## config.mk

```make
export PLATFORM = sky130hd
export DESIGN_NAME = mkrs_fifo
export DESIGN_NICKNAME = d
export VERILOG_FILES = /design/src/rtl/mkrs_pkg.sv /design/src/rtl/mkrs_fifo.sv
export SDC_FILE = /design/constraint.sdc
export NUM_CORES = 1
export LEC_CHECK = 0
export BUFFER_PORTS_ARGS = -buffer_cell sky130_fd_sc_hd__buf_2
export CAP_MARGIN = 30
export CORE_MARGIN = 1.5
export CORE_UTILIZATION = 47
export DETAILED_ROUTE_END_ITERATION = 6
export HOLD_SLACK_MARGIN = 0.08
export PLACE_DENSITY = 0.79
export SLEW_MARGIN = 20
export SYNTH_ARGS = -nofsm -noshare
export SYNTH_HDL_FRONTEND = slang
export SYNTH_SLANG_ARGS = --single-unit
```

## constraint.sdc

```tcl
create_clock -name i_clk -period 5.2 [get_ports i_clk]
set_input_delay 0.52 -clock i_clk [delete_from_list [all_inputs] [get_ports i_clk]]
set_output_delay 0.52 -clock i_clk [all_outputs]
set_load 0.01 [all_outputs]
```

## src/rtl/mkrs_pkg.sv

```systemverilog
// package for the multi-key record sorter: record types, key codes, key compare
// no dependencies
package mkrs_pkg;

    localparam int ID_W    = 20;
    localparam int NAME_W  = 64;
    localparam int GRADE_W = 16;
    localparam int KEY_W   = 2;

    localparam logic [KEY_W-1:0] KEY_ID    = 2'd0;
    localparam logic [KEY_W-1:0] KEY_NAME  = 2'd1;
    localparam logic [KEY_W-1:0] KEY_GRADE = 2'd2;

    localparam logic [0:0] REG_SORT_KEY = 1'b0;

    typedef struct packed {
        logic [ID_W-1:0]    id;
        logic [NAME_W-1:0]  name;
        logic [GRADE_W-1:0] grade;
    } t_rec;

    // item from loader to sorter: a record with its store, batch end and overflow flags
    typedef struct packed {
        t_rec rec;
        logic store;
        logic last;
        logic ovf;
    } t_cmd;

    // true when a belongs strictly before b
    function automatic logic rec_before(input t_rec a, input t_rec b,
                                        input logic [KEY_W-1:0] key);
        logic res;
        begin
            res = (a.id < b.id);
            case (key)
                KEY_ID:    res = (a.id < b.id);
                KEY_NAME:  if (a.name != b.name) res = (a.name < b.name);
                KEY_GRADE: if (a.grade != b.grade) res = (a.grade < b.grade);
                default:   res = 1'b0;
            endcase
            return res;
        end
    endfunction

endpackage

```

## src/rtl/mkrs_fifo.sv

```systemverilog
// short queue between loader and sorter
// uses mkrs_pkg
module mkrs_fifo import mkrs_pkg::*; (
    input  logic i_clk,
    input  logic i_rst_n,
    input  t_cmd i_cmd,
    input  logic i_valid,
    output logic o_ready,
    output t_cmd o_cmd,
    output logic o_valid,
    input  logic i_ready
);
    t_cmd       r_mem [2];
    logic       r_wp, r_rp;
    logic [1:0] r_cnt;
    logic       push, pop;

    assign o_ready = (r_cnt != 2'd2);
    assign o_valid = (r_cnt != 2'd0);
    assign o_cmd   = r_mem[r_rp];
    assign push    = i_valid && o_ready;
    assign pop     = o_valid && i_ready;

    always_ff @(posedge i_clk) begin
        if (push) r_mem[r_wp] <= i_cmd;
    end

    // pointers and fill level
    always_ff @(posedge i_clk) begin
        if (!i_rst_n) begin
            r_wp <= 1'b0; r_rp <= 1'b0; r_cnt <= 2'd0;
        end else begin
            if (push) r_wp <= ~r_wp;
            if (pop) r_rp <= ~r_rp;
            r_cnt <= r_cnt + {1'b0, push} - {1'b0, pop};
        end
    end
endmodule

```

# ---- After elaboration in Yosys (flattened, before gate mapping)
# Memories as Yosys holds them, arrays and structs flattened. A register that Yosys moved wholly into a read port is not among the register bits.
# Cells that the tools add are included.
dict set report word_totals {
  regBits 4
  mem_bits_rw 206
  inputBits 107
  output_inout_bits 105
  word_cells 16
  memories 1
}
dict set report classes {
  addsub 2
  eq_ne 1
  n_mux 4
  bitwise 2
  n_reduce_logical 3
}
# name words width rd rd_ports_with_merged_regs write_ports line
set memory_table {}
lappend memory_table {r_mem 2 103 1 1 1 mkrs_fifo.sv:13} ;# t_cmd r_mem [2];
# operator n
set ops {}
lappend ops {{1-bit two-way mux} 4}
lappend ops {{2-bit by 1-bit adder with 2-bit output} 1}
lappend ops {{1-bit logical AND} 2}
lappend ops {{2-bit != test (second input constant)} 1}
lappend ops {{1-bit inverter} 2}
lappend ops {{2-bit nonzero test} 1}
lappend ops {{2-bit by 1-bit subtractor with 2-bit output} 1}

# ---- Longest topological paths before layout
dict set report logic_depth {
  ltp_word 4
  ltp_mapped 8
  mapped_depth_nobuf 8
}

# ---- Worst setup path before layout
# No wires, ideal clock.
dict set report synth_timing {
  kind {register -> register}
  startpoint {reg r_cnt[0]}
  endpoint {mem r_mem[0][0] in the netlist's numbering (enable)}
  setup_ns 0.566
  arrival_ns 4.943
  t_required_ns 4.634
  setup_slack_ns -0.309
  stages_incl_launch_ff 4
  path_buffers 0
  period_less_slack_ns 5.509
  path_cell_list {dfxtp_1 > nand2b_1 > nand2_1 > nor2_1}
}
dict set report synth_between {
  elab_chain_cells 4
}
# element line
set synth_rtl {}
lappend synth_rtl {{from (decl)} mkrs_fifo.sv:15} ;# logic [1:0] r_cnt;
lappend synth_rtl {{from (signal assigned)} mkrs_fifo.sv:35} ;# r_cnt <= r_cnt + {1'b0, push} - {1'b0, pop};
lappend synth_rtl {{2-bit != test} mkrs_fifo.sv:18} ;# assign o_ready = (r_cnt != 2'd2);
lappend synth_rtl {{via o_ready} mkrs_fifo.sv:8} ;# output logic o_ready,
lappend synth_rtl {{1-bit logical AND} mkrs_fifo.sv:21} ;# assign push = i_valid && o_ready;
lappend synth_rtl {{1-bit two-way mux} mkrs_fifo.sv:25} ;# if (push) r_mem[r_wp] <= i_cmd;
lappend synth_rtl {{1-bit two-way mux (implied by the code)} mkrs_fifo.sv:25}
lappend synth_rtl {{to (decl)} mkrs_fifo.sv:13}
# The timed path passes the listed nets, and every way through them passes these cells.

==> flow_summary.yaml <==
logic_synthesis:
  synth_area_leaders: "edfxtp_1, mux2_2, dfxtp_1, buf_6, xnor2_1"
  synthFlopType: "edfxtp_1"
  synth_top_area_share_pct: 80.5
  syn-num-nets: 453
  async_flop_share_pct: 0
  syn_inst: 344
  synth_cell_type_count: 18
  synth.cell_area_mm2: 0.00768
  synth_commonest_cells: "edfxtp_1, mux2_2, buf_6, dfxtp_1"
  ys_ff_latch: 211
  synthMostInstantiatedCell: "edfxtp_1"
  yosysTopAreaCell: "edfxtp_1"
  synth_edf_count: 206
  yosysSeqAreaShare_pct: 81.8
  avgSynthCellArea_um2: 22.3
  yosysWarnings: 0
clock_network:
  clock_path_buffers: 3
  cts_buffers: 22
  root_buffer: "clkbuf_16"
  h-tree-depth: 1
  cts_sinks: 211
  path_clk_slew_ns: 0.06
  post_cts_buffers: 0
  cts_resized: 0
  holdBufCountCts: 0
  clkLatencyLatePin_ns: 0.48
  tritoncts: "done"
power_and_ir_drop:
  power.leakage_nw: 3.62
  ir_worst_vdd_mv: 0.424
  powerDensity_mw_per_mm2: 498
  p_total_mw: 4.83
grt:
  grt_pass1_wl_mm: 20.6
  grt_use_total_pct: 15.6
  grt_pass1_vias: 4101
  grt_max_degree: 57
  grt.overflow.total: 0
  grt_antenna_before_repair: 1
placement:
  place_inst: 764
  dpl.hpwl_mm: 9.26
  pre_cts_slack_ns: 2.63
  port_buffers: 211
  routabilityCongestion: 0.738
critical_path:
  crit_buf_inv: 2
  cp-start-kind: "flop"
  crit_chain: "buf_4, mux2_2, buf_2"
  r2r-start: "r_cnt[0]$_SDFF_PN0_"
  crit_arrival_ns: 2.52
  critPathSlowestCell: "dfxtp_4"
  max_stage_delay_ns: 0.78
  worstSetupEndpointType: "output port"
  worstPathRequired_ns: 4.68
  path_max_fanout: 52
  criticalPathCategory: "reg2out"
  cp_top_family: "buffers and inverters"
floorplanning:
  die_w_um: 131
  core_area_mm2: 0.0159
  dieArea_mm2: 0.0171
  start_util_pct: 48.2
  die_h_um: 131
  num_rows: 46
  io_pins: 212
sta:
  hold_viol: 0
  setup_viol: 0
  fin_ws_ns: 2.16
  finalMaxSlewViolations: 0
  slew_headroom_pct: 47.4
  finalCriticalPeriod_ns: 3.04
  rsz0062_at_grt: "no"
  finClkSkew_ns: 0.0121
  fmax_ghz: 0.329
  fin_crit_sh_pct: 58.5
  tightestPinTransition_ns: 0.789
  final.setup.tns_ns: 0
finish:
  layout.cells.non_filler: 802
  fin_nets: 681
  fillers: 1175
  final_util_pct: 60.8
  area_growth_pct: 26.2
  drive_above_1_share_pct: 60.2
drt:
  ant_nets: 0
  num_vias: 3933
  route.detailed.drc: 0
  via_per_inst: 4.90
  finalWirelength_mm: 14.1
  first_pass_iters: 4
  drt-initial-drc-count: 208
  wl_per_cell_um: 17.6
min_path:
  hp-start: "i_cmd[14]"
  min_path_type: "in2reg"
run:
  cap_viol_max_count: 0
run_status:
  outcome: "finished clean"
[layout by cell type (no fill, tap or decap)]
cell       Yosys  routed
diode_2        0       1
or2_2          1       1
ha_1           2       2
xnor2_1        3       3
bufinv_16      0       4
and2_1         2       2
buf_2          3     211
nor2_4         0       1
clkbuf_16      0      23
clkbuf_1       0       4
nand2b_1       2       2
mux2i_1        1       1
inv_1          1       1
mux2_2       103     103
nor2b_1        2       2
nand2_1        2       2
o21a_1         1       1
dfxtp_4        0       1
dfxtp_1        5       4
edfxtp_1     206     206
clkinv_2       0       3
buf_4          1       4
and3_4         0       1
clkinv_1       0       3
[cell type report]
type / count / area [µm²] / share of cell area [%]
Clock inverter: 10 / 146 / 1.51
Timing Repair Buffer: 215 / 1090 / 11.2
Inverter: 1 / 3.75 / 0.0387
Sequential cell: 211 / 6290 / 64.9
Tap cell: 216 / 270 / 2.79
Antenna cell: 1 / 2.50 / 0.0258
Multi-Input combinational cell: 121 / 1300 / 13.4
Clock buffer: 27 / 591 / 6.09
[final timing paths]
check	end	slack [ns]	cells after the start
setup / recovery	o_cmd[54]	2.16	3
hold / removal	r_mem[0][14]$_DFFE_PP_	0.22	1
setup reg to reg	r_mem[1][58]$_DFFE_PP_	2.86	3
hold reg to reg	r_wp$_SDFFE_PN0N_	0.53	2
[worst register-to-register path, stage by stage, from the launching register on]
cell and delay (ns):
dfxtp_1 0.37, nand2b_1 0.17, and3_4 0.73, buf_4 0.66
[state kept, by name, summed over array words and instances (netlist names), named ones only]
| register | flops |
|---|---|
| r_cnt | 2 |
| r_mem | 206 |
| r_rp | 1 |
| r_wp | 1 |
[cells by family after synthesis]
family	Yosys count	synth area share [%]
compound gates	1	0.0978
buf+inv	12	1.37
mux	104	15.2
flops	211	81.8
fa+ha+maj	2	0.326
simple gates	11	0.798
xor+xnor	3	0.342
[power by group]
group / switching (mW) / internal [mW] / total (mW)
clock network: 0.596 / 0.999 / 1.59
registers: 0.104 / 2.14 / 2.24
logic: 0.514 / 0.477 / 0.991
[metrics by stage]
| stage | cell area, µm² | hold slack, ns |
|---|---|---|
| after floorplan | 7680 | 0.466 |
| after global placement | 8950 | 0.505 |
| after detailed placement | 8950 | 0.520 |
| after CTS | 9690 | 0.192 |
| after global routing | 9690 | 0.201 |
| final | 9690 | 0.218 |
[routing by layer]
metal	wire length, µm	vias to the layer above	global-route usage, %
met5	0	-	0
li1	-	1818	-
met1	5510	1943	18.0
met4	218	0	4.59
met2	7340	152	28.5
met3	1060	20	4.32
Power figures use the tool's default switching activity.
