[config.mk]
export PLATFORM = sky130hd
export DESIGN_NAME = mkrs_loader_flat
export DESIGN_NICKNAME = d
export VERILOG_FILES = /design/src/rtl/mkrs_pkg.sv /design/src/rtl/mkrs_if.sv /design/src/rtl/mkrs_loader.sv /design/src/flat_wrapper.sv
export SDC_FILE = /design/constraint.sdc
export NUM_CORES = 1
export LEC_CHECK = 0
export ABC_AREA = 0
export BUFFER_PORTS_ARGS = -buffer_cell sky130_fd_sc_hd__buf_4
export CAP_MARGIN = 10
export CORE_AREA = 2 2 82 84
export CTS_CLUSTER_SIZE = 12
export DETAILED_ROUTE_END_ITERATION = 8
export DIE_AREA = 0 0 84 86
export GPL_ROUTABILITY_DRIVEN = 0
export RECOVER_POWER = 25
export SYNTH_ARGS = -nofsm -noshare
export SYNTH_HDL_FRONTEND = slang
export SYNTH_SLANG_ARGS = --single-unit
[constraint.sdc]
create_clock -name i_clk -period 1.35 [get_ports i_clk]
set_input_delay 0.0675 -clock i_clk [delete_from_list [all_inputs] [get_ports i_clk]]
set_output_delay 0.0675 -clock i_clk [all_outputs]
set_load 0.03 [all_outputs]
[src/rtl/mkrs_pkg.sv]
// package for the multi-key record sorter: record types, key codes, key compare
// no dependencies
package mkrs_pkg;

    localparam int ID_W    = 20;
    localparam int NAME_W  = 64;
    localparam int GRADE_W = 16;
    localparam int KEY_W   = 2;

    localparam logic [KEY_W-1:0] KEY_ID    = 2'd0;
    localparam logic [KEY_W-1:0] KEY_NAME  = 2'd1;
    localparam logic [KEY_W-1:0] KEY_GRADE = 2'd2;

    localparam logic [0:0] REG_SORT_KEY = 1'b0;

    typedef struct packed {
        logic [ID_W-1:0]    id;
        logic [NAME_W-1:0]  name;
        logic [GRADE_W-1:0] grade;
    } t_rec;

    // item from loader to sorter: a record with its store, batch end and overflow flags
    typedef struct packed {
        t_rec rec;
        logic store;
        logic last;
        logic ovf;
    } t_cmd;

    // true when a belongs strictly before b
    function automatic logic rec_before(input t_rec a, input t_rec b,
                                        input logic [KEY_W-1:0] key);
        logic res;
        begin
            res = (a.id < b.id);
            case (key)
                KEY_ID:    res = (a.id < b.id);
                KEY_NAME:  if (a.name != b.name) res = (a.name < b.name);
                KEY_GRADE: if (a.grade != b.grade) res = (a.grade < b.grade);
                default:   res = 1'b0;
            endcase
            return res;
        end
    endfunction

endpackage

[src/rtl/mkrs_if.sv]
// valid/ready channel interfaces for record input and sorted output
// uses mkrs_pkg
interface mkrs_in_if import mkrs_pkg::*; ();
    logic               valid;
    logic               ready;
    logic [ID_W-1:0]    record_id;
    logic [NAME_W-1:0]  record_name;
    logic [GRADE_W-1:0] record_grade;
    logic               last_item;
    modport source (output valid, record_id, record_name, record_grade, last_item,
                    input ready);
    modport sink (input valid, record_id, record_name, record_grade, last_item,
                  output ready);
endinterface


[src/rtl/mkrs_loader.sv]
// front part: counts records, masks names, flags overflow, emits commands
// uses mkrs_pkg
module mkrs_loader import mkrs_pkg::*; #(
    parameter int CAPACITY   = 64,
    parameter int NAME_BYTES = 8
) (
    input  logic   i_clk,
    input  logic   i_rst_n,
    mkrs_in_if.sink in_ch,
    output t_cmd   o_cmd,
    output logic   o_cmd_valid,
    input  logic   i_cmd_ready
);
    localparam int CNT_W = $clog2(CAPACITY + 1);
    localparam logic [NAME_W-1:0] NAME_MASK =
        ~(NAME_W'(0)) << (8 * (8 - NAME_BYTES));

    logic [CNT_W-1:0] r_count, n_count;
    logic             r_ovf, n_ovf;
    logic             full;

    assign full         = (r_count == CNT_W'(CAPACITY));
    assign in_ch.ready  = i_cmd_ready;
    assign o_cmd_valid  = in_ch.valid;

    // classify the item
    always_comb begin
        o_cmd.rec.id    = in_ch.record_id;
        o_cmd.rec.name  = in_ch.record_name & NAME_MASK;
        o_cmd.rec.grade = in_ch.record_grade;
        o_cmd.store     = !full;
        o_cmd.last      = in_ch.last_item;
        o_cmd.ovf       = r_ovf | full;
        n_count = r_count;
        n_ovf   = r_ovf;
        if (in_ch.valid && i_cmd_ready) begin
            if (in_ch.last_item) begin
                n_count = '0;
                n_ovf   = 1'b0;
            end else if (full) begin
                n_ovf = 1'b1;
            end else begin
                n_count = r_count + CNT_W'(1);
            end
        end
    end

    always_ff @(posedge i_clk) begin
        if (!i_rst_n) begin
            r_count <= '0;
            r_ovf   <= 1'b0;
        end else begin
            r_count <= n_count;
            r_ovf   <= n_ovf;
        end
    end
endmodule

[src/flat_wrapper.sv]
// flat-port wrapper written by rule: the top's interface ports become plain ports
module mkrs_loader_flat import mkrs_pkg::*;
#(
    parameter int CAPACITY   = 64,
    parameter int NAME_BYTES = 8
)
  (i_clk, i_rst_n, o_cmd, o_cmd_valid, i_cmd_ready, in_ch_valid, in_ch_record_id, in_ch_record_name, in_ch_record_grade, in_ch_last_item, in_ch_ready);
  mkrs_in_if in_ch_i ();
  input  logic i_clk;
  input  logic i_rst_n;
  output t_cmd o_cmd;
  output logic o_cmd_valid;
  input  logic i_cmd_ready;
  input wire logic [$bits(in_ch_i.valid)-1:0] in_ch_valid;
  input wire logic [$bits(in_ch_i.record_id)-1:0] in_ch_record_id;
  input wire logic [$bits(in_ch_i.record_name)-1:0] in_ch_record_name;
  input wire logic [$bits(in_ch_i.record_grade)-1:0] in_ch_record_grade;
  input wire logic [$bits(in_ch_i.last_item)-1:0] in_ch_last_item;
  output wire logic [$bits(in_ch_i.ready)-1:0] in_ch_ready;
  assign in_ch_i.valid = in_ch_valid;
  assign in_ch_i.record_id = in_ch_record_id;
  assign in_ch_i.record_name = in_ch_record_name;
  assign in_ch_i.record_grade = in_ch_record_grade;
  assign in_ch_i.last_item = in_ch_last_item;
  assign in_ch_ready = in_ch_i.ready;
  mkrs_loader #(.CAPACITY(CAPACITY), .NAME_BYTES(NAME_BYTES)) u_core (.i_clk(i_clk), .i_rst_n(i_rst_n), .in_ch(in_ch_i), .o_cmd(o_cmd), .o_cmd_valid(o_cmd_valid), .i_cmd_ready(i_cmd_ready));
endmodule
* Word-level counts from Yosys, hierarchy flattened
Cells that the tools add are included.
** Cells by class
- Add/sub/neg operators :: 1
- Eq/ne operators :: 2
- Multiplexer cells :: 4
- Bitwise gates (word level) :: 1
- Reductions and logical operators :: 5
** Operators by type and width (count)
- $mux 7 :: 2
- $add 7x1->7 const B :: 1
- $eq 7x7->1 const B :: 1
- $reduce_and 2->1 :: 2
- $mux 1 :: 2
- $ne 2x2->1 const B :: 1
- $reduce_bool 2->1 :: 1
- $logic_and 1x1->1 :: 1
- $logic_not 1->1 :: 1
- $or 1x1->1 :: 1
** Storage, ports and cells
- Register bits :: 8
- Input port bits :: 105
- Output and inout bits :: 105
- Logic and storage cells :: 15

* Depth between registers and ports, before layout
Gate-level depths: netlist of the first run.
- Depth in word-level cells :: 3
- Mapped depth :: 5
- Gate-level depth less buffers :: 5

* Worst setup path before layout of the first run
Ideal clock, no wire load.
- Kind :: register to output
- Start point :: register u_core.r_count[2]
- End point :: output o_cmd[0] (netlist name)
- Arrival :: 1.347 ns
- Required time :: 1.283 ns
- Path slack :: -0.064 ns
- Cell stages (with the launch flop) :: 4
- Path buffers :: 0
- Cell sequence :: dfxtp_1 nor4b_2 nand2_1 nand2b_1
** RTL lines
- start, declared :: line mkrs_loader.sv:18 : logic [CNT_W-1:0] r_count, n_count;
- start signal, assigned :: line mkrs_loader.sv:53 : r_count <= n_count;
- end, declared :: line flat_wrapper.sv:11 : output t_cmd o_cmd;

==> qor.csv, run 1 <==
metric;value;unit
status;finished, final reports clean;
MaxCap Viol Count;0;
# port buffers;9;
Die Width;84;um
Final ANT Viol Nets;0;
slowest CP cell;dfxtp_4;
largest area contributor in the netlist;buf_4;
Ports;210;
Final Cycle Share;0.974;
Pwr Total;610;uW
Comb pwr share;0.114;
Clock power frac;0.490;
H-tree depth;1;
Fmax achieved;761;MHz
WL final;2010;um
switching pwr;148;uW
leakage power;0.000247;uW
Post-Synthesis Cells;159;
Slew headroom;0.785;
CTS root buf;clkbuf_8;
Num CTS Buffers;3;
initial antenna violation count;0;
switching fraction of total power;0.242;
register bit total from synthesis;8;
most common cell after layout, fill and taps aside;buf_4;
most frequent cells in the layout;buf_4, nand2_1, dfxtp_1;
Clock Skews;2.64;ps
Worst Setup End Kind;primary output;
crit path cell chain;inv_2, ha_2, nor2b_4, nand2_2, nand2b_2, buf_6;
syn_nets;266;
Area contributors post-synth;buf_4, dfxtp_1, nand2_1;
largest net degree at the start of global routing;12;
Crit path required time;1280;ps
worst-path maximum fanout;4;
ANT cells;0;
Skew-Pair Late Insertion Delay;230;ps
number of global-route vias before repair;541;
type of the worst setup path;flop to primary output;
Worst Path Arrival;1250;ps
clock-pin slew on the worst setup and hold paths;40;ps
Final Hold Fails;0;
Core Area;0.00628;mm2
dpl cell area;638;um2
global-route wire length before repair;2810;um
Buf/Inv on CP;2;
vias per inst;3.96;
Startpoint Class;flop;
WL/cell;13.5;um
Die Height;86;um
CTS tree;yes;
Nets;181;
Worst Hold Class;input port to flop;
Finished Cell Area;751;um2
Max stage delay on crit path;360;ps
Worst path top cell family by delay;flip-flops;
Die ar.;0.00722;mm2
Final min period;1310;ps
Post-Syn Area;0.00123;mm2
Slew Limit Fails;0;
Flop pwr share;0.395;
Syn. warnings;0;
Pint;462;uW
RSZ-0062 raised after global routing;true;
Initial DRT Pass Iterations;4;
Starting Density;0.195;
# clock sinks;8;
area share of the largest cell type after synthesis;0.631;
Initial DRC Count;18;
num rows;29;
DR vias;590;
actual slew at the worst max-slew pin;318;ps
area delta synth->final;-38.8;%
Distinct cells, synth;23;
Total GRT Usage;0.0512;
syn_area_per_cell;7.71;um2
layout cells sized above 1;0.417;
gr ovfl total;0;
Final setup viols;0;
HPWL Detailed;1420;um
final setup TNS;0;ps
post-synthesis sequential area ratio;0.131;
Post-CTS Hold Buffers;0;
Cell Pwr Density;812;mW/mm2
CTS Buffer Depth;2;
maximum vdd drop;0.195;mV
DRC violations left;0;
==> what timing repair did <==
item                                    CTS  global route
gates resized for setup                   6            10
endpoints found under the setup margin    2             4
setup buffers                             1             1
cloned                                    0             0
pin swaps                                 1             2
==> state kept, by name, summed over array words and instances, names as in the netlist <==
register and cells:
u_core.r_count 7, u_core.r_ovf 1
==> metrics by stage <==
step                      hold slack (ps)  utilization  setup slack [ps]  cells
after floorplan                       234            -              9.35    159
after global placement                135        0.102              56.2    144
after detailed placement              135        0.102              31.2    144
after CTS                             133        0.113              9.77    148
after global routing                  135        0.120             -25.9    149
final                                 135        0.120              35.7    149
==> final cells by class <==
class / instances / area, um2
Multi-Input combinational cell: 44 / 325
Clock buffer: 3 / 41.3
Timing Repair Buffer: 14 / 109
Fill cell: 707 / 5530
Inverter: 3 / 11.3
Sequential cell: 8 / 168
Tap cell: 77 / 96.3
==> cell usage after synthesis (all sizes together) <==
library cell    n
a21boi          4
a21o            1
a31oi           3
a41oi           1
buf           103
clkbuf          1
dfxtp           8
ha              2
inv             3
nand2          10
nand2b          1
nand3           4
nand3b          2
nor2            2
nor2b           1
nor4b           1
o211ai          1
o21ai           3
o22ai           2
o311ai          2
or3             2
or4             2
==> tightest hold or removal path, stage by stage <==
cell	delay [ps]
buf_4	150
nand2_1	70
nor2_1	40
==> routing by layer <==
layer / GRT usage / up-vias / part of all wire
met5: 0 / - / 0
met1: 0.0407 / 252 / 0.27
li1: - / 241 / -
met4: 0.113 / 0 / 0.19
met3: 0.0260 / 60 / 0.14
met2: 0.0582 / 37 / 0.40
==> final timing paths <==
check,from,endpoint,slack (ps),cells past startpoint
hold reg to reg,u_core.r_ovf$_SDFFE_PN0P_,u_core.r_ovf$_SDFFE_PN0P_,480,2
setup reg to reg,u_core.r_count[0]$_SDFFE_PN0P_,u_core.r_count[1]$_SDFFE_PN0P_,50,6
setup / recovery,u_core.r_count[0]$_SDFFE_PN0P_,o_cmd[0],40,6
hold / removal,i_rst_n,u_core.r_ovf$_SDFFE_PN0P_,130,3
==> logic make-up (layout without fill, tap and decap cells) <==
| group | after synthesis | count (layout) | synth area share |
|---|---|---|---|
| flops | 8 | 8 | 0.131 |
| fa+ha+maj | 2 | 2 | 0.0204 |
| simple gates | 25 | 25 | 0.110 |
| buf+inv | 107 | 20 | 0.643 |
| compound gates | 17 | 17 | 0.0959 |
==> power groups by stage <==
stage / registers (uW) / logic (uW) / clock network [uW]
6_report: 241 / 69.7 / 299
5_1_grt: 241 / 76.7 / 314
4_1_cts: 241 / 64.8 / 308
3_5_place_dp: 245 / 62.7 / 0
3_3_place_gp: 245 / 62.6 / 0
2_1_floorplan: 245 / 593 / 0
Note: power is estimated with default switching activity, not from simulation.
==> run 2, diff against run 1 <==
--- a/config.mk
+++ b/config.mk
@@ -6,12 +6,12 @@
 export NUM_CORES = 1
 export LEC_CHECK = 0
 export ABC_AREA = 0
-export BUFFER_PORTS_ARGS = -buffer_cell sky130_fd_sc_hd__buf_4
 export CAP_MARGIN = 10
 export CORE_AREA = 2 2 82 84
 export CTS_CLUSTER_SIZE = 12
 export DETAILED_ROUTE_END_ITERATION = 8
 export DIE_AREA = 0 0 84 86
+export DONT_BUFFER_PORTS = 1
 export GPL_ROUTABILITY_DRIVEN = 0
 export RECOVER_POWER = 25
 export SYNTH_ARGS = -nofsm -noshare
==> run 2 against run 1 <==
Effect of this change:
- flip-flop and latch count unchanged
- count of clock-buffer cells in the layout unchanged
- global-route usage is 0.10 points higher
- hold slack worse by 130 ps
- die area stayed put
- clock power down 4%
- via count fell by 7.5%
- critical endpoint is now o_cmd[2]
- clock skew grew 5.5 ps
- power decreased by 7.5%
==> qor.csv, run 2 (synthesis results as in run 1) <==
metric;value;unit;change
Ports;210;;unchanged
CTS Buffer Depth;2;;unchanged
Fillers;711;;+0.57%
WL final;1910;um;-4.9%
Setup Slack @ Placement;8.62;ps;-22.6 ps
Final Cycle Share;0.965;;-0.00848
Slew Limit Fails;0;;unchanged
Worst Setup EP;o_cmd[2];;
WL/cell;13.6;um;+0.53%
MaxCap Viol Count;0;;unchanged
Die ar.;0.00722;mm2;unchanged
# clock sinks;8;;unchanged
type of the worst setup path;flop to primary output;;
Crit path required time;1280;ps;about the same
clock-pin slew on the worst setup and hold paths;40;ps;about the same
Fmax achieved;768;MHz;+0.88%
CTS root buf;clkbuf_8;;
Final setup viols;0;;unchanged
FF-to-FF Start;u_core.r_count[1]$_SDFFE_PN0P_;;
Worst Setup End Kind;primary output;;
status;finished, final reports clean;;
CTS tree;yes;;
Biggest register;u_core.r_count;;
DR WL met3;256;um;-7.6%
vias per inst;3.87;;-2.2%
max reg flops;7;;unchanged
Total GRT Usage;0.0522;;+0.00104
leakage power;0.000213;uW;-14%
most common cell after layout, fill and taps aside;nand2_1;;
# port buffers;0;;-9
Core Area;0.00628;mm2;unchanged
DRC violations left;0;;unchanged
Starting Density;0.195;;unchanged
initial antenna violation count;0;;unchanged
Startpoint Class;flop;;
Clock Skews;8.17;ps;+5.53 ps
Final ANT Viol Nets;0;;unchanged
Top Metal Used;met4;;
Worst R2R Path Depth;4;;-2
biggest regs;u_core.r_count (7), u_core.r_ovf (1);;
worst-path maximum fanout;4;;unchanged
Slew headroom;0.797;;+0.0114
H-tree depth;1;;unchanged
Util after Layout;0.107;;-0.0122
layout cells sized above 1;0.250;;-0.167
Die Width;84;um;unchanged
ANT cells;0;;unchanged
Initial DRT Pass Iterations;4;;unchanged
Nets;173;;-4.4%
area delta synth->final;-45.0;%;
Num CTS Buffers;3;;unchanged
Worst Path Arrival;1240;ps;about the same
maximum vdd drop;0.571;mV;+190%
DR vias;546;;-7.5%
met2 WL;751;um;-6.2%
setup slack after layout;47.1;ps;+11.4 ps
RSZ-0062 raised after global routing;true;;
largest net degree at the start of global routing;9;;-3
M1 wire length;550;um;-0.36%
Die Height;86;um;unchanged
actual slew at the worst max-slew pin;301;ps;-16.8 ps
Skew-Pair Late Insertion Delay;230;ps;about the same
number of global-route vias before repair;573;;+5.9%
num rows;29;;unchanged
Worst R2R End;u_core.r_count[6]$_SDFFE_PN0P_;;
Initial DRC Count;14;;-4
gr ovfl total;0;;unchanged
Cell Pwr Density;836;mW/mm2;+3.0%
Final min period;1300;ps;-11.4 ps
Crit. Startpoint;u_core.r_count[0]$_SDFFE_PN0P_;;
r2r setup slk;50;ps;about the same
most frequent cells in the layout;nand2_1, dfxtp_1, nand3_1, buf_4;;
global-route wire length before repair;2980;um;+6.1%
Final Hold Fails;0;;unchanged
Worst Hold Class;input port to flop;;
==> run 2: area by class of cell <==
class	count	area (um2)	area share
Timing Repair Buffer	6	51.3	0.0761
Sequential cell	8	164	0.243
Multi-Input combinational cell	44	310	0.460
Inverter	3	11.3	0.0167
Clock buffer	3	41.3	0.0612
Tap cell	77	96.3	0.143
==> run 2: worst max-delay path, stage by stage (launching register included) <==
cell and delay, ps:
dfxtp_2 330, inv_1 70, ha_1 160, nor2b_4 190, nand2_2 110, buf_6 160
==> run 2: metrics by stage <==
stage | hold WS (ps) | power, uW | setup TNS [ps] | cell area [um2] | cells
finish | 5.83 | 564 | 0 | 674 | 141
CTS | 1.51 | 567 | 0 | 661 | 141
global placement | 135 | 271 | 0 | 578 | 136
global route | 7.96 | 587 | -22.9 | 674 | 141
detailed placement | 135 | 271 | 0 | 578 | 136
floorplan | 234 | 838 | 0 | 1230 | 159
==> run 2: report_power, final <==
group	internal [uW]	switching [uW]	leakage [uW]	total [uW]
clock network	193	94.3	0.0000216	287
logic	16.4	18.9	0.000126	35.3
registers	239	1.82	0.0000660	241
total	449	115	0.000213	564
==> run 2: worst min-delay path by stage <==
stage / startpoint / to / slack [ps] / cells after the start
3_3_place_gp: in_ch_record_grade[13] / o_cmd[16] / 140 / 0
6_report: i_rst_n / u_core.r_count[1]$_SDFFE_PN0P_ / 6 / 2
3_5_place_dp: in_ch_record_grade[13] / o_cmd[16] / 140 / 0
5_1_grt: i_rst_n / u_core.r_count[1]$_SDFFE_PN0P_ / 8 / 2
4_1_cts: i_rst_n / u_core.r_count[1]$_SDFFE_PN0P_ / 2 / 2
2_1_floorplan: i_rst_n / u_core.r_count[2]$_SDFFE_PN0P_ / 230 / 2
==> run 2: timing repair <==
| action | in CTS | in global routing |
|---|---|---|
| endpoints found under the hold margin | 6 | 0 |
| setup endpoints to repair | 2 | 6 |
| gates resized for setup | 6 | 4 |
| hold buffers | 1 | 0 |
| pin swaps | 1 | 1 |
| setup buffers | 1 | 0 |
==> run 2: metal layers <==
layer,global-route usage,vias up
li1,-,225
met1,0.0414,227
met3,0.0289,60
met4,0.101,0
met2,0.0647,34
met5,0,-
==> run 3, diff against run 2 <==
--- a/config.mk
+++ b/config.mk
@@ -7,10 +7,11 @@
 export LEC_CHECK = 0
 export ABC_AREA = 0
 export CAP_MARGIN = 10
-export CORE_AREA = 2 2 82 84
+export CORE_AREA = 2 2 81 83
+export CTS_BUF_LIST = sky130_fd_sc_hd__clkbuf_8
 export CTS_CLUSTER_SIZE = 12
 export DETAILED_ROUTE_END_ITERATION = 8
-export DIE_AREA = 0 0 84 86
+export DIE_AREA = 0 0 83 85
 export DONT_BUFFER_PORTS = 1
 export GPL_ROUTABILITY_DRIVEN = 0
 export RECOVER_POWER = 25
==> run 3 against run 2 <==
Effect of this change:
- first-iteration DRC count grew to 3.6 times the previous value
- via count increased by 0.92%
- count of clock-buffer cells in the layout stayed put
- hold slack better by 10 ps
- critical path depth unchanged
- combinational power increased by 3%
- fmax up 1.5%
- routed wire length rose by 9.8%
- highest routed layer unchanged
- register-to-register slack improved by 20 ps
- die area fell by 2.3%
- worst setup slack better by 19 ps
==> qor.csv, run 3 (synthesis results as in run 1) <==
metric;value;unit;change
leakage power;0.000216;uW;+1.2%
Initial DRC Count;51;;+37
H-tree depth;1;;unchanged
WL final;2100;um;+9.8%
Nets;175;;+1.2%
most common cell after layout, fill and taps aside;nand2_1;;
Slew Limit Fails;0;;unchanged
Final ANT Viol Nets;0;;unchanged
Startpoint Class;flop;;
Crit. Startpoint;u_core.r_count[0]$_SDFFE_PN0P_;;
MaxCap Viol Count;0;;unchanged
WHS;16.1;ps;+10.3 ps
num rows;29;;unchanged
actual slew at the worst max-slew pin;325;ps;+23.9 ps
area delta synth->final;-44.3;%;
Slew headroom;0.780;;-0.0161
Ports;210;;unchanged
DRC violations left;0;;unchanged
final setup TNS;0;ps;unchanged
most frequent cells in the layout;nand2_1, buf_4, dfxtp_2, dfxtp_1;;
# clock sinks;8;;unchanged
Num CTS Buffers;3;;unchanged
Pwr Total;560;uW;-0.72%
hold_sp;i_rst_n;;
Die ar.;0.00706;mm2;-2.3%
CTS tree;yes;;
ANT cells;0;;unchanged
Total GRT Usage;0.0555;;+0.00332
Core Area;0.00620;mm2;-1.2%
Fmax achieved;779;MHz;+1.5%
global-route wire length before repair;2950;um;-1.1%
Biggest register;u_core.r_count;;
CTS root buf;clkbuf_8;;
Die Height;85;um;-1.2%
Final setup viols;0;;unchanged
Util after Layout;0.110;;+0.00267
biggest regs;u_core.r_count (7), u_core.r_ovf (1);;
slowest CP cell;dfxtp_2;;
Clock Skews;2.37;ps;-5.80 ps
status;finished, final reports clean;;
WL/cell;14.7;um;+8.3%
Fillers;692;;-2.7%
Crit path required time;1280;ps;about the same
gr ovfl total;0;;unchanged
Final Hold Fails;0;;unchanged
worst-path maximum fanout;4;;unchanged
clock-pin slew on the worst setup and hold paths;40;ps;about the same
Worst Path Arrival;1220;ps;-20 ps
layout cells sized above 1;0.273;;+0.0227
largest net degree at the start of global routing;8;;-1
Starting Density;0.198;;+0.00228
crit path cell chain;inv_1, ha_1, nor2b_4, nand2_1, buf_4;;
type of the worst setup path;flop to primary output;;
FF-to-FF Start;u_core.r_count[0]$_SDFFE_PN0P_;;
maximum vdd drop;0.240;mV;-58%
Max stage delay on crit path;340;ps;about the same
Buf/Inv on CP;2;;unchanged
Initial DRT Pass Iterations;4;;unchanged
vias per inst;3.85;;-0.50%
Worst Hold Class;input port to flop;;
Final Cycle Share;0.951;;-0.0140
Cell Pwr Density;820;mW/mm2;-2.0%
RSZ-0062 raised after global routing;true;;
max reg flops;7;;unchanged
CTS Buffer Depth;2;;unchanged
Die Width;83;um;-1.2%
Skew-Pair Late Insertion Delay;230;ps;about the same
# port buffers;0;;unchanged
number of global-route vias before repair;521;;-9.1%
HPWL Detailed;1640;um;
initial antenna violation count;0;;unchanged
DR vias;551;;+0.92%
Final min period;1280;ps;-18.9 ps
Worst Setup End Kind;primary output;;
Worst path top cell family by delay;flip-flops;;
run 3: worst paths after layout:
kind	to	cells after the start	slack, ps
setup reg to reg	u_core.r_count[6]$_SDFFE_PN0P_	4	70
hold / removal	u_core.r_count[2]$_SDFFE_PN0P_	2	20
hold reg to reg	u_core.r_ovf$_SDFFE_PN0P_	2	480
setup / recovery	o_cmd[2]	5	70
run 3: area by class of cell:
type	count	area [um2]	area share
inverters	3	11.3	0.0165
well taps	77	96.3	0.141
clock buffers	3	41.3	0.0604
multi-input cells	44	304	0.445
flip-flops and latches	8	165	0.242
repair buffers	8	65.1	0.0952
run 3: stage by stage:
| step | worst slack (ps) | area [um2] | instances |
|---|---|---|---|
| 6_report | 66.0 | 683 | 143 |
| 5_1_grt | -10.1 | 683 | 143 |
| 4_1_cts | 32.7 | 667 | 143 |
| 3_5_place_dp | 10.5 | 586 | 137 |
| 3_3_place_gp | 59.0 | 586 | 137 |
| 2_1_floorplan | 9.35 | 1230 | 159 |
run 3: routing by layer:
layer	up-vias	global-route usage	wire length (um)
met5	-	0	0
met4	0	0.0581	155
met3	30	0.0564	430
met2	44	0.0865	991
met1	246	0.0339	526
li1	231	-	-
run 3: where the power goes:
part,internal [uW],switching (uW)
combinational,17.7,18.5
clock,193,89.6
sequential,240,1.78
run 3: what timing repair did:
action,CTS,global route
buffers inserted,1,0
hold endpoints to repair,6,0
pin swaps,1,1
hold buffers,2,0
setup endpoints to repair,2,3
gates resized for setup,3,6
